==> src/hw/rtl/tsched_pkg.sv <==
// Shared constants and controller/datapath interface types of the task scheduler.
package tsched_pkg;

  localparam int NUM_SLOTS_DEF = 4;
  localparam int SLOT_PORT_W   = 2;
  localparam int TIME_W        = 16;
  localparam int TICK_W        = 8;
  localparam int RND_W         = 16;
  localparam int CFG_IDX_W     = 1;
  localparam int CFG_DATA_W    = 16;

  localparam logic [TIME_W-1:0] QUANTUM_RESET = 16'd10;

  localparam logic [1:0] MODE_RR      = 2'd0;
  localparam logic [1:0] MODE_FCFS    = 2'd1;
  localparam logic [1:0] MODE_LOTTERY = 2'd2;
  localparam logic [1:0] MODE_RESET   = MODE_RR;

  localparam logic OP_LOAD = 1'b0;
  localparam logic OP_TICK = 1'b1;

  localparam logic [CFG_IDX_W-1:0] REG_MODE    = 1'b0;
  localparam logic [CFG_IDX_W-1:0] REG_QUANTUM = 1'b1;

  typedef struct packed {
    logic capture;
    logic load_wr;
    logic idx_ptr;
    logic idx_clr;
    logic idx_inc;
    logic rr_apply;
    logic fc_serve;
    logic sum_clr;
    logic sum_acc;
    logic div_init;
    logic div_step;
    logic lt_apply;
    logic out_fire;
  } ctl_cmd_t;

  typedef struct packed {
    logic [1:0] mode;
    logic       cur_ready;
    logic       idx_last;
    logic       sum_zero;
    logic       div_last;
    logic       pick_hit;
  } ctl_sts_t;

endpackage

==> src/hw/rtl/task_scheduler_rr_fcfs_lottery_unit.sv <==
// Top level of the round robin / FCFS / lottery task scheduler.
// Steps from acceptance to result strobe: load writes the table; an unused mode goes straight
// to the strobe; round robin reads the slot at the pointer, then applies the quantum; FCFS scans
// one slot per cycle for the first ready slot; lottery sums the tickets, reduces the random value
// modulo a nonzero sum in the bit-serial modulo unit, then walks the registered table to the winner.
// One transaction at a time; busy falls as the result strobe rises and the receiver cannot stall.
// Synchronous reset: all slots finished, round robin pointer 0, mode 0, quantum 10.
module task_scheduler_rr_fcfs_lottery_unit #(
  parameter int NUM_SLOTS = tsched_pkg::NUM_SLOTS_DEF
) (
  input  logic                               clk,
  input  logic                               rst,
  input  logic                               cfg_we,
  input  logic [tsched_pkg::CFG_IDX_W-1:0]   cfg_index,
  input  logic [tsched_pkg::CFG_DATA_W-1:0]  cfg_data,
  input  logic                               start,
  output logic                               busy,
  input  logic                               op,
  input  logic [tsched_pkg::SLOT_PORT_W-1:0] task_slot,
  input  logic [tsched_pkg::TIME_W-1:0]      load_time,
  input  logic [tsched_pkg::TICK_W-1:0]      ticket_count,
  input  logic [tsched_pkg::RND_W-1:0]       random_value,
  output logic                               done,
  output logic [tsched_pkg::SLOT_PORT_W-1:0] served_task,
  output logic                               served_valid,
  output logic                               served_finished,
  output logic                               all_finished
);
  import tsched_pkg::*;

  ctl_cmd_t cmd;
  ctl_sts_t sts;

  tsched_ctrl u_ctrl (
    .clk   (clk),
    .rst   (rst),
    .start (start),
    .op    (op),
    .sts   (sts),
    .cmd   (cmd),
    .busy  (busy)
  );

  tsched_dp #(
    .NUM_SLOTS (NUM_SLOTS)
  ) u_dp (
    .clk             (clk),
    .rst             (rst),
    .cmd             (cmd),
    .sts             (sts),
    .cfg_we          (cfg_we),
    .cfg_index       (cfg_index),
    .cfg_data        (cfg_data),
    .task_slot       (task_slot),
    .load_time       (load_time),
    .ticket_count    (ticket_count),
    .random_value    (random_value),
    .done            (done),
    .served_task     (served_task),
    .served_valid    (served_valid),
    .served_finished (served_finished),
    .all_finished    (all_finished)
  );

  property p_fin_needs_valid;
    @(posedge clk) disable iff (rst) (done && served_finished) |-> served_valid;
  endproperty
  a_fin_needs_valid: assert property (p_fin_needs_valid)
    else $error("finished flag without a served task");

  property p_idle_task_zero;
    @(posedge clk) disable iff (rst) (done && !served_valid) |-> (served_task == '0);
  endproperty
  a_idle_task_zero: assert property (p_idle_task_zero)
    else $error("served task nonzero with no task served");

  property p_accept_sets_busy;
    @(posedge clk) disable iff (rst) (start && !busy) |=> busy;
  endproperty
  a_accept_sets_busy: assert property (p_accept_sets_busy)
    else $error("busy not raised after accepting a transaction");

  property p_single_strobe;
    @(posedge clk) disable iff (rst) done |=> !done;
  endproperty
  a_single_strobe: assert property (p_single_strobe)
    else $error("result strobe held for more than one cycle");

endmodule

==> src/hw/rtl/tsched_dp.sv <==
// Datapath of the task scheduler: task table, walk counter, ticket sums and modulo unit.
module tsched_dp #(
  parameter int NUM_SLOTS = tsched_pkg::NUM_SLOTS_DEF
) (
  input  logic                                  clk,
  input  logic                                  rst,
  input  tsched_pkg::ctl_cmd_t                  cmd,
  output tsched_pkg::ctl_sts_t                  sts,
  input  logic                                  cfg_we,
  input  logic [tsched_pkg::CFG_IDX_W-1:0]      cfg_index,
  input  logic [tsched_pkg::CFG_DATA_W-1:0]     cfg_data,
  input  logic [tsched_pkg::SLOT_PORT_W-1:0]    task_slot,
  input  logic [tsched_pkg::TIME_W-1:0]         load_time,
  input  logic [tsched_pkg::TICK_W-1:0]         ticket_count,
  input  logic [tsched_pkg::RND_W-1:0]          random_value,
  output logic                                  done,
  output logic [tsched_pkg::SLOT_PORT_W-1:0]    served_task,
  output logic                                  served_valid,
  output logic                                  served_finished,
  output logic                                  all_finished
);
  import tsched_pkg::*;

  localparam int SLOT_W = $clog2(NUM_SLOTS);
  localparam int TOT_W  = $clog2(NUM_SLOTS * ((1 << TICK_W) - 1) + 1);
  localparam int CNT_W  = $clog2(RND_W);

  logic [1:0]             mode;
  logic [TIME_W-1:0]      quantum;
  logic [NUM_SLOTS-1:0]   status;
  logic [SLOT_W-1:0]      rr_ptr;
  logic [SLOT_W-1:0]      idx;

  logic [TIME_W-1:0]      time_mem [NUM_SLOTS];
  logic [TICK_W-1:0]      tick_mem [NUM_SLOTS];
  logic [TIME_W-1:0]      time_q;
  logic [TICK_W-1:0]      tick_q;

  logic [SLOT_PORT_W-1:0] cap_slot;
  logic [TIME_W-1:0]      cap_time;
  logic [TICK_W-1:0]      cap_tick;
  logic [RND_W-1:0]       cap_rnd;
  logic [RND_W-1:0]       dvd;

  logic [TOT_W-1:0]       sum;
  logic [TOT_W-1:0]       total;
  logic [TOT_W-1:0]       rem;
  logic [CNT_W-1:0]       cnt;

  logic                   srv_valid;
  logic                   srv_fin;
  logic [SLOT_W-1:0]      srv_task;

  logic                   slot_ok;
  logic [SLOT_W-1:0]      load_addr;
  logic                   cur_ready;
  logic [TOT_W-1:0]       tick_ext;
  logic [TOT_W-1:0]       sum_plus;
  logic [TOT_W:0]         trial;
  logic [TIME_W-1:0]      rr_time;
  logic [TIME_W-1:0]      lt_time;
  logic                   time_we;
  logic [SLOT_W-1:0]      time_addr;
  logic [TIME_W-1:0]      time_wdata;

  assign slot_ok   = 32'(cap_slot) < NUM_SLOTS;
  assign load_addr = SLOT_W'(cap_slot);
  assign cur_ready = status[idx];
  assign tick_ext  = TOT_W'(tick_q);
  assign sum_plus  = cur_ready ? sum + tick_ext : sum;
  assign trial     = {rem, dvd[RND_W-1]};
  assign rr_time   = (time_q > quantum) ? time_q - quantum : '0;
  assign lt_time   = (time_q != '0) ? time_q - 1'b1 : '0;

  always_comb begin
    time_we    = 1'b0;
    time_addr  = idx;
    time_wdata = rr_time;
    priority if (cmd.load_wr) begin
      time_we    = slot_ok;
      time_addr  = load_addr;
      time_wdata = cap_time;
    end else if (cmd.rr_apply) begin
      time_we    = cur_ready;
    end else if (cmd.lt_apply) begin
      time_we    = 1'b1;
      time_wdata = lt_time;
    end
  end

  always_comb begin
    sts.mode      = mode;
    sts.cur_ready = cur_ready;
    sts.idx_last  = idx == SLOT_W'(NUM_SLOTS - 1);
    sts.sum_zero  = sum == '0;
    sts.div_last  = cnt == CNT_W'(RND_W - 1);
    sts.pick_hit  = cur_ready && (sum_plus > rem);
  end

  always_ff @(posedge clk) begin
    if (time_we) begin
      time_mem[time_addr] <= time_wdata;
    end
    if (cmd.load_wr && slot_ok) begin
      tick_mem[load_addr] <= cap_tick;
    end
    time_q <= time_mem[idx];
    tick_q <= tick_mem[idx];
  end

  always_ff @(posedge clk) begin
    if (rst) begin
      mode    <= MODE_RESET;
      quantum <= QUANTUM_RESET;
    end else if (cfg_we) begin
      unique case (cfg_index)
        REG_MODE:    mode    <= cfg_data[1:0];
        REG_QUANTUM: quantum <= cfg_data[TIME_W-1:0];
      endcase
    end
  end

  always_ff @(posedge clk) begin
    if (cmd.capture) begin
      cap_slot <= task_slot;
      cap_time <= load_time;
      cap_tick <= ticket_count;
      cap_rnd  <= random_value;
    end
  end

  always_ff @(posedge clk) begin
    priority if (cmd.idx_ptr) begin
      idx <= rr_ptr;
    end else if (cmd.idx_clr) begin
      idx <= '0;
    end else if (cmd.idx_inc) begin
      idx <= idx + 1'b1;
    end
  end

  always_ff @(posedge clk) begin
    priority if (cmd.sum_clr) begin
      sum <= '0;
    end else if (cmd.sum_acc) begin
      sum <= sum_plus;
    end
    if (cmd.div_init) begin
      total <= sum;
      rem   <= '0;
      cnt   <= '0;
      dvd   <= cap_rnd;
    end else if (cmd.div_step) begin
      if (trial >= {1'b0, total}) begin
        rem <= TOT_W'(trial - {1'b0, total});
      end else begin
        rem <= trial[TOT_W-1:0];
      end
      dvd <= dvd << 1;
      cnt <= cnt + 1'b1;
    end
  end

  always_ff @(posedge clk) begin
    if (rst) begin
      status <= '0;
      rr_ptr <= '0;
    end else begin
      priority if (cmd.load_wr) begin
        if (slot_ok) begin
          status[load_addr] <= 1'b1;
        end
      end else if (cmd.rr_apply) begin
        if (cur_ready && rr_time == '0) begin
          status[idx] <= 1'b0;
        end
        rr_ptr <= (rr_ptr == SLOT_W'(NUM_SLOTS - 1)) ? '0 : rr_ptr + 1'b1;
      end else if (cmd.fc_serve) begin
        status[idx] <= 1'b0;
      end else if (cmd.lt_apply) begin
        if (lt_time == '0) begin
          status[idx] <= 1'b0;
        end
      end
    end
  end

  always_ff @(posedge clk) begin
    priority if (cmd.capture) begin
      srv_valid <= 1'b0;
      srv_fin   <= 1'b0;
      srv_task  <= '0;
    end else if (cmd.rr_apply) begin
      if (cur_ready) begin
        srv_valid <= 1'b1;
        srv_task  <= idx;
        srv_fin   <= rr_time == '0;
      end
    end else if (cmd.fc_serve) begin
      srv_valid <= 1'b1;
      srv_task  <= idx;
      srv_fin   <= 1'b1;
    end else if (cmd.lt_apply) begin
      srv_valid <= 1'b1;
      srv_task  <= idx;
      srv_fin   <= lt_time == '0;
    end
  end

  always_ff @(posedge clk) begin
    if (rst) begin
      done <= 1'b0;
    end else begin
      done <= cmd.out_fire;
    end
    if (cmd.out_fire) begin
      served_task     <= SLOT_PORT_W'(srv_task);
      served_valid    <= srv_valid;
      served_finished <= srv_fin;
      all_finished    <= ~|status;
    end
  end

endmodule

==> src/hw/rtl/tsched_ctrl.sv <==
// Controller state machine of the task scheduler.
module tsched_ctrl (
  input  logic                 clk,
  input  logic                 rst,
  input  logic                 start,
  input  logic                 op,
  input  tsched_pkg::ctl_sts_t sts,
  output tsched_pkg::ctl_cmd_t cmd,
  output logic                 busy
);
  import tsched_pkg::*;

  typedef enum logic [3:0] {
    S_IDLE,
    S_LOAD,
    S_RR_WAIT,
    S_RR_APPLY,
    S_FC_SCAN,
    S_LT_SUM_WAIT,
    S_LT_SUM_ACC,
    S_LT_DIV_INIT,
    S_LT_DIV,
    S_LT_PICK_WAIT,
    S_LT_PICK_ACC,
    S_DONE
  } state_t;

  state_t state;
  state_t state_next;

  assign busy = state != S_IDLE;

  always_comb begin
    cmd        = '0;
    state_next = state;
    unique case (state)
      S_IDLE: begin
        if (start) begin
          cmd.capture = 1'b1;
          if (op == OP_LOAD) begin
            state_next = S_LOAD;
          end else begin
            unique case (sts.mode)
              MODE_RR: begin
                cmd.idx_ptr = 1'b1;
                state_next  = S_RR_WAIT;
              end
              MODE_FCFS: begin
                cmd.idx_clr = 1'b1;
                state_next  = S_FC_SCAN;
              end
              MODE_LOTTERY: begin
                cmd.idx_clr = 1'b1;
                cmd.sum_clr = 1'b1;
                state_next  = S_LT_SUM_WAIT;
              end
              default: state_next = S_DONE;
            endcase
          end
        end
      end
      S_LOAD: begin
        cmd.load_wr = 1'b1;
        state_next  = S_DONE;
      end
      S_RR_WAIT: state_next = S_RR_APPLY;
      S_RR_APPLY: begin
        cmd.rr_apply = 1'b1;
        state_next   = S_DONE;
      end
      S_FC_SCAN: begin
        priority if (sts.cur_ready) begin
          cmd.fc_serve = 1'b1;
          state_next   = S_DONE;
        end else if (sts.idx_last) begin
          state_next = S_DONE;
        end else begin
          cmd.idx_inc = 1'b1;
        end
      end
      S_LT_SUM_WAIT: state_next = S_LT_SUM_ACC;
      S_LT_SUM_ACC: begin
        cmd.sum_acc = 1'b1;
        if (sts.idx_last) begin
          state_next = S_LT_DIV_INIT;
        end else begin
          cmd.idx_inc = 1'b1;
          state_next  = S_LT_SUM_WAIT;
        end
      end
      S_LT_DIV_INIT: begin
        if (sts.sum_zero) begin
          state_next = S_DONE;
        end else begin
          cmd.div_init = 1'b1;
          cmd.sum_clr  = 1'b1;
          cmd.idx_clr  = 1'b1;
          state_next   = S_LT_DIV;
        end
      end
      S_LT_DIV: begin
        cmd.div_step = 1'b1;
        if (sts.div_last) begin
          state_next = S_LT_PICK_WAIT;
        end
      end
      S_LT_PICK_WAIT: state_next = S_LT_PICK_ACC;
      S_LT_PICK_ACC: begin
        priority if (sts.pick_hit) begin
          cmd.lt_apply = 1'b1;
          state_next   = S_DONE;
        end else if (sts.idx_last) begin
          state_next = S_DONE;
        end else begin
          cmd.sum_acc = 1'b1;
          cmd.idx_inc = 1'b1;
          state_next  = S_LT_PICK_WAIT;
        end
      end
      S_DONE: begin
        cmd.out_fire = 1'b1;
        state_next   = S_IDLE;
      end
      default: state_next = S_IDLE;
    endcase
  end

  always_ff @(posedge clk) begin
    if (rst) begin
      state <= S_IDLE;
    end else begin
      state <= state_next;
    end
  end

  property p_done_goes_idle;
    @(posedge clk) disable iff (rst) (state == S_DONE) |=> (state == S_IDLE);
  endproperty
  a_done_goes_idle: assert property (p_done_goes_idle)
    else $error("controller did not return to idle after result");

  property p_one_table_update;
    @(posedge clk) disable iff (rst)
      $countones({cmd.load_wr, cmd.rr_apply, cmd.fc_serve, cmd.lt_apply}) <= 1;
  endproperty
  a_one_table_update: assert property (p_one_table_update)
    else $error("more than one task table update in a cycle");

  property p_capture_only_idle;
    @(posedge clk) disable iff (rst) cmd.capture |-> (state == S_IDLE) && start;
  endproperty
  a_capture_only_idle: assert property (p_capture_only_idle)
    else $error("transaction captured outside idle");

endmodule
==> config.mk <==
export PLATFORM = sky130hd
export DESIGN_NAME = task_scheduler_rr_fcfs_lottery_unit
export DESIGN_NICKNAME = d
export VERILOG_FILES = /design/src/hw/rtl/tsched_pkg.sv /design/src/hw/rtl/task_scheduler_rr_fcfs_lottery_unit.sv /design/src/hw/rtl/tsched_dp.sv /design/src/hw/rtl/tsched_ctrl.sv
export SDC_FILE = /design/constraint.sdc
export NUM_CORES = 1
export LEC_CHECK = 0
export CORE_MARGIN = 3
export CORE_UTILIZATION = 41
export CTS_BUF_LIST = sky130_fd_sc_hd__clkbuf_8
export CTS_CLUSTER_DIAMETER = 80
export DETAILED_ROUTE_END_ITERATION = 16
export DONT_BUFFER_PORTS = 1
export PLACE_DENSITY = 0.67
export SLEW_MARGIN = 15
export SYNTH_ARGS = -nofsm -noshare
export SYNTH_HDL_FRONTEND = slang
export SYNTH_SLANG_ARGS = --single-unit
==> constraint.sdc <==
create_clock -name clk -period 13.1 [get_ports clk]
set_clock_uncertainty 0.2 [all_clocks]
set_input_delay 0.655 -clock clk [delete_from_list [all_inputs] [get_ports clk]]
set_output_delay 0.655 -clock clk [all_outputs]
set_load 0.005 [all_outputs]
==> out/summary.txt <==
Wirelength per Cell = 17.2 µm
Overall routing resource usage = 0.162
Post-synth EDFFs = 171
#FFs+latches synth = 252
Worst-Margin Slew = 0.919 ns
Avg Cell Area, Syn = 11.8 µm²
Min Hold Slack = 0.0390 ns
DP HPWL = 17.7 mm
Synthesis Warnings = 0
Type of the tightest min-delay check = primary input to flip-flop
Max Buffers Root-to-Sink = 3
Die Area = 0.0310 mm²
Worst endpoint required time = 13.13 ns
Most common flop cell mapped by yosys = edfxtp_1
Routed WL = 25.4 mm
Crit end category = flip-flop
Nets = 1188
Cell area after synthesis = 0.0119 mm²
CTS root buffer = clkbuf_8
RSZ-0062 raised after global routing = no
WP data arrival = 4.97 ns
Final setup fails = 0
Routed Antenna Nets = 0
Maximum vdd drop = 0.0768 mV
Die Width = 176 µm
CTS tree = built
Mapped Cells = 1005
Pwr dens = 221 mW/mm²
Initial antenna violation count = 0
Vias in the first global route = 7640
Crit-path max FO = 11
Share of cells above drive strength 1 = 0.115
Pin count of the biggest net entering global routing = 47
Status = finished clean
FP Rows = 61
Net count after synthesis = 1126
Drc violations = 0
Crit Path Category = flip-flop to flip-flop
H-tree Lvls = 2
Fin crit share = 0.377
Ant diodes = 0
Worst skew pair latency = 0.54 ns
Drt via density = 5.31
Post-synth cell types = 68
Hold Violations, Final = 0
Drt pass-1 iters = 5
First-pass GRT wire length = 40.4 mm
Sequential area share after synthesis = 0.569
CP Launch Type = flip-flop
Max capacitance violation total = 0
CTS Buf Count = 42
Leakage = 5.00 nW
FMAX = 203 MHz
PortBufs = 0
Grt total ovfl = 0
Gpl congestion = 0.873
DR iter-0 viols = 592
Core area = 0.0282 mm²
Slew Limit Fails = 0
Die Y = 176 µm
TNS Setup = 0 ns
Vias after detailed routing = 7846
Layout area overhead = 13.9%
Max_slew headroom = 0.383
CTS clk-pin slew, worst paths = 0.07 ns
Synth async-reset ratio = 0
Initial Util = 0.421
Minimum clock period after layout = 4.94 ns
CTS sink count = 252
# IOs = 71
[cell usage in the layout (no fill, tap or decap), types with 6 or more instances in the layout]
| cell | count |
|---|---|
| nor3_1 | 14 |
| a21o_1 | 14 |
| inv_1 | 88 |
| xor2_1 | 16 |
| dfxtp_1 | 81 |
| o21ai_0 | 37 |
| mux2_2 | 23 |
| mux2i_1 | 23 |
| ha_1 | 54 |
| nor2_1 | 90 |
| o31ai_1 | 8 |
| nor2b_1 | 14 |
| and2_1 | 7 |
| xnor2_1 | 22 |
| a21oi_1 | 74 |
| nor4_1 | 6 |
| mux4_2 | 25 |
| edfxtp_1 | 171 |
| nand4_1 | 9 |
| o22ai_1 | 8 |
| clkbuf_8 | 43 |
| nand2_1 | 85 |
| nand3_1 | 19 |
| dlygate4sd3_1 | 43 |
| a211oi_1 | 7 |
| buf_4 | 12 |
[synth_stat cells, types with 3 or more instances]
library cell  count  area share
or3_1             4      0.0021
mux4_2           25       0.047
edfxtp_1        171        0.43
fa_1              3      0.0051
o32ai_1           3      0.0022
xor2_1           16       0.012
clkbuf_1         22      0.0070
o21a_1            5      0.0032
ha_1             54       0.057
xnor2_1          22       0.016
o2bb2ai_1         3      0.0022
buf_2             8      0.0034
nor3_1           17      0.0072
mux2_2           23       0.022
or2_2             4      0.0021
o21bai_1          5      0.0032
nand2_1          85       0.027
o31ai_1           8      0.0051
nand4_1           9      0.0047
buf_1             6      0.0019
o21ai_0          37       0.016
nor3b_1           3      0.0019
nor4_1            6      0.0032
nand3_1          19      0.0080
and3_1            5      0.0026
o211ai_1          4      0.0025
a21oi_1          74       0.031
a21o_1           14      0.0089
a211oi_1          7      0.0044
nand3b_1          4      0.0025
mux2i_1          23       0.019
o22ai_1           8      0.0042
nor2b_1          14      0.0074
and2_1            8      0.0042
inv_1            69       0.022
nand2b_1          3      0.0016
or4_1             3      0.0019
nor2_1           90       0.028
a22oi_1           4      0.0025
dfxtp_1          81        0.14
[what timing repair did]
action | in CTS | in global routing
hold endpoints to repair | 63 | 0
hold buffers | 43 | 0
buffers inserted | 0 | 0
resized for setup | 0 | 0
[layer usage]
layer	track usage	wire length, µm	part of all wire
met3	0.0333	1500	0.059
met5	0	0	0
met2	0.245	11200	0.44
met4	0.0472	563	0.022
met1	0.239	12200	0.48
[cells by family after synthesis]
| kind of cell | after synthesis | synth area share |
|---|---|---|
| AOI/OAI and AO/OA | 197 | 0.104 |
| and+or+nand+nor | 284 | 0.114 |
| adders and majority gates | 57 | 0.0620 |
| xor gates and xnor gates | 38 | 0.0280 |
| buffers and inverters | 106 | 0.0350 |
| muxes | 71 | 0.0886 |
| DFF | 252 | 0.569 |
[worst max-delay path, stage by stage (launching register included)]
cell and delay [ns]:
dfxtp_1 0.34, ha_1 0.24, fa_1 0.46, a21o_1 0.19, a21oi_1 0.20, o21bai_1 0.09, a21oi_1 0.21, nand2b_1 0.16
a21oi_1 0.08, xor2_1 0.15, ha_1 0.30, nand4_1 0.14, o32ai_1 0.36, o31ai_1 0.12, buf_4 0.18, nand2_1 0.10
a21boi_0 0.11, nor2_1 0.66, buf_4 0.31
[power breakdown]
part	internal (mW)	switching, mW
sequential	1.13	0.130
combinational	0.435	0.642
clock	0.346	0.301
total	1.91	1.07
[area by class of cell]
type,count,area (µm²)
Sequential cell,252,6760
Inverter,69,259
Multi-Input combinational cell,647,4710
Clock inverter,33,199
Fill cell,2478,14600
Tap cell,378,473
Timing Repair Buffer,55,520
Clock buffer,43,592
[metrics by stage]
step / instances / total power [mW] / util / area (µm²) / worst slack (ns)
2_1_floorplan: 1005 / 2.04 / - / 11900 / 8.62
3_3_place_gp: 1358 / 2.30 / 0.436 / 12300 / 8.26
3_5_place_dp: 1358 / 2.33 / 0.436 / 12300 / 8.17
4_1_cts: 1477 / 2.99 / 0.480 / 13500 / 8.15
5_1_grt: 1477 / 3.19 / 0.480 / 13500 / 7.73
6_report: 1477 / 2.98 / 0.480 / 13500 / 8.16
[flip-flops by register name (all words and copies together), names as in the netlist, 2 cells and up]
register	flops
u_ctrl.state	4
u_dp.cap_rnd	16
u_dp.cap_slot	2
u_dp.cap_tick	8
u_dp.cap_time	16
u_dp.cnt	4
u_dp.dvd	16
u_dp.idx	2
u_dp.mode	2
u_dp.quantum	16
u_dp.rem	10
u_dp.rr_ptr	2
u_dp.served_task	2
u_dp.srv_task	2
u_dp.status	4
u_dp.sum	10
u_dp.tick_mem	32
u_dp.tick_q	8
u_dp.time_mem	64
u_dp.time_q	16
u_dp.total	10
[worst paths after layout]
path	end	from	cells past startpoint	slack (ns)
worst min-delay path	u_dp.quantum[1]	rst	1	0.04
worst min register to register	u_dp.served_task[1]	u_dp.srv_task[1]	0	0.23
worst max register to register	u_dp.time_mem[3][6]	u_dp.sum[0]	18	8.16
worst max-delay path	u_dp.time_mem[3][6]	u_dp.sum[0]	18	8.16
No activity file was read; power rests on OpenSTA's default activity.
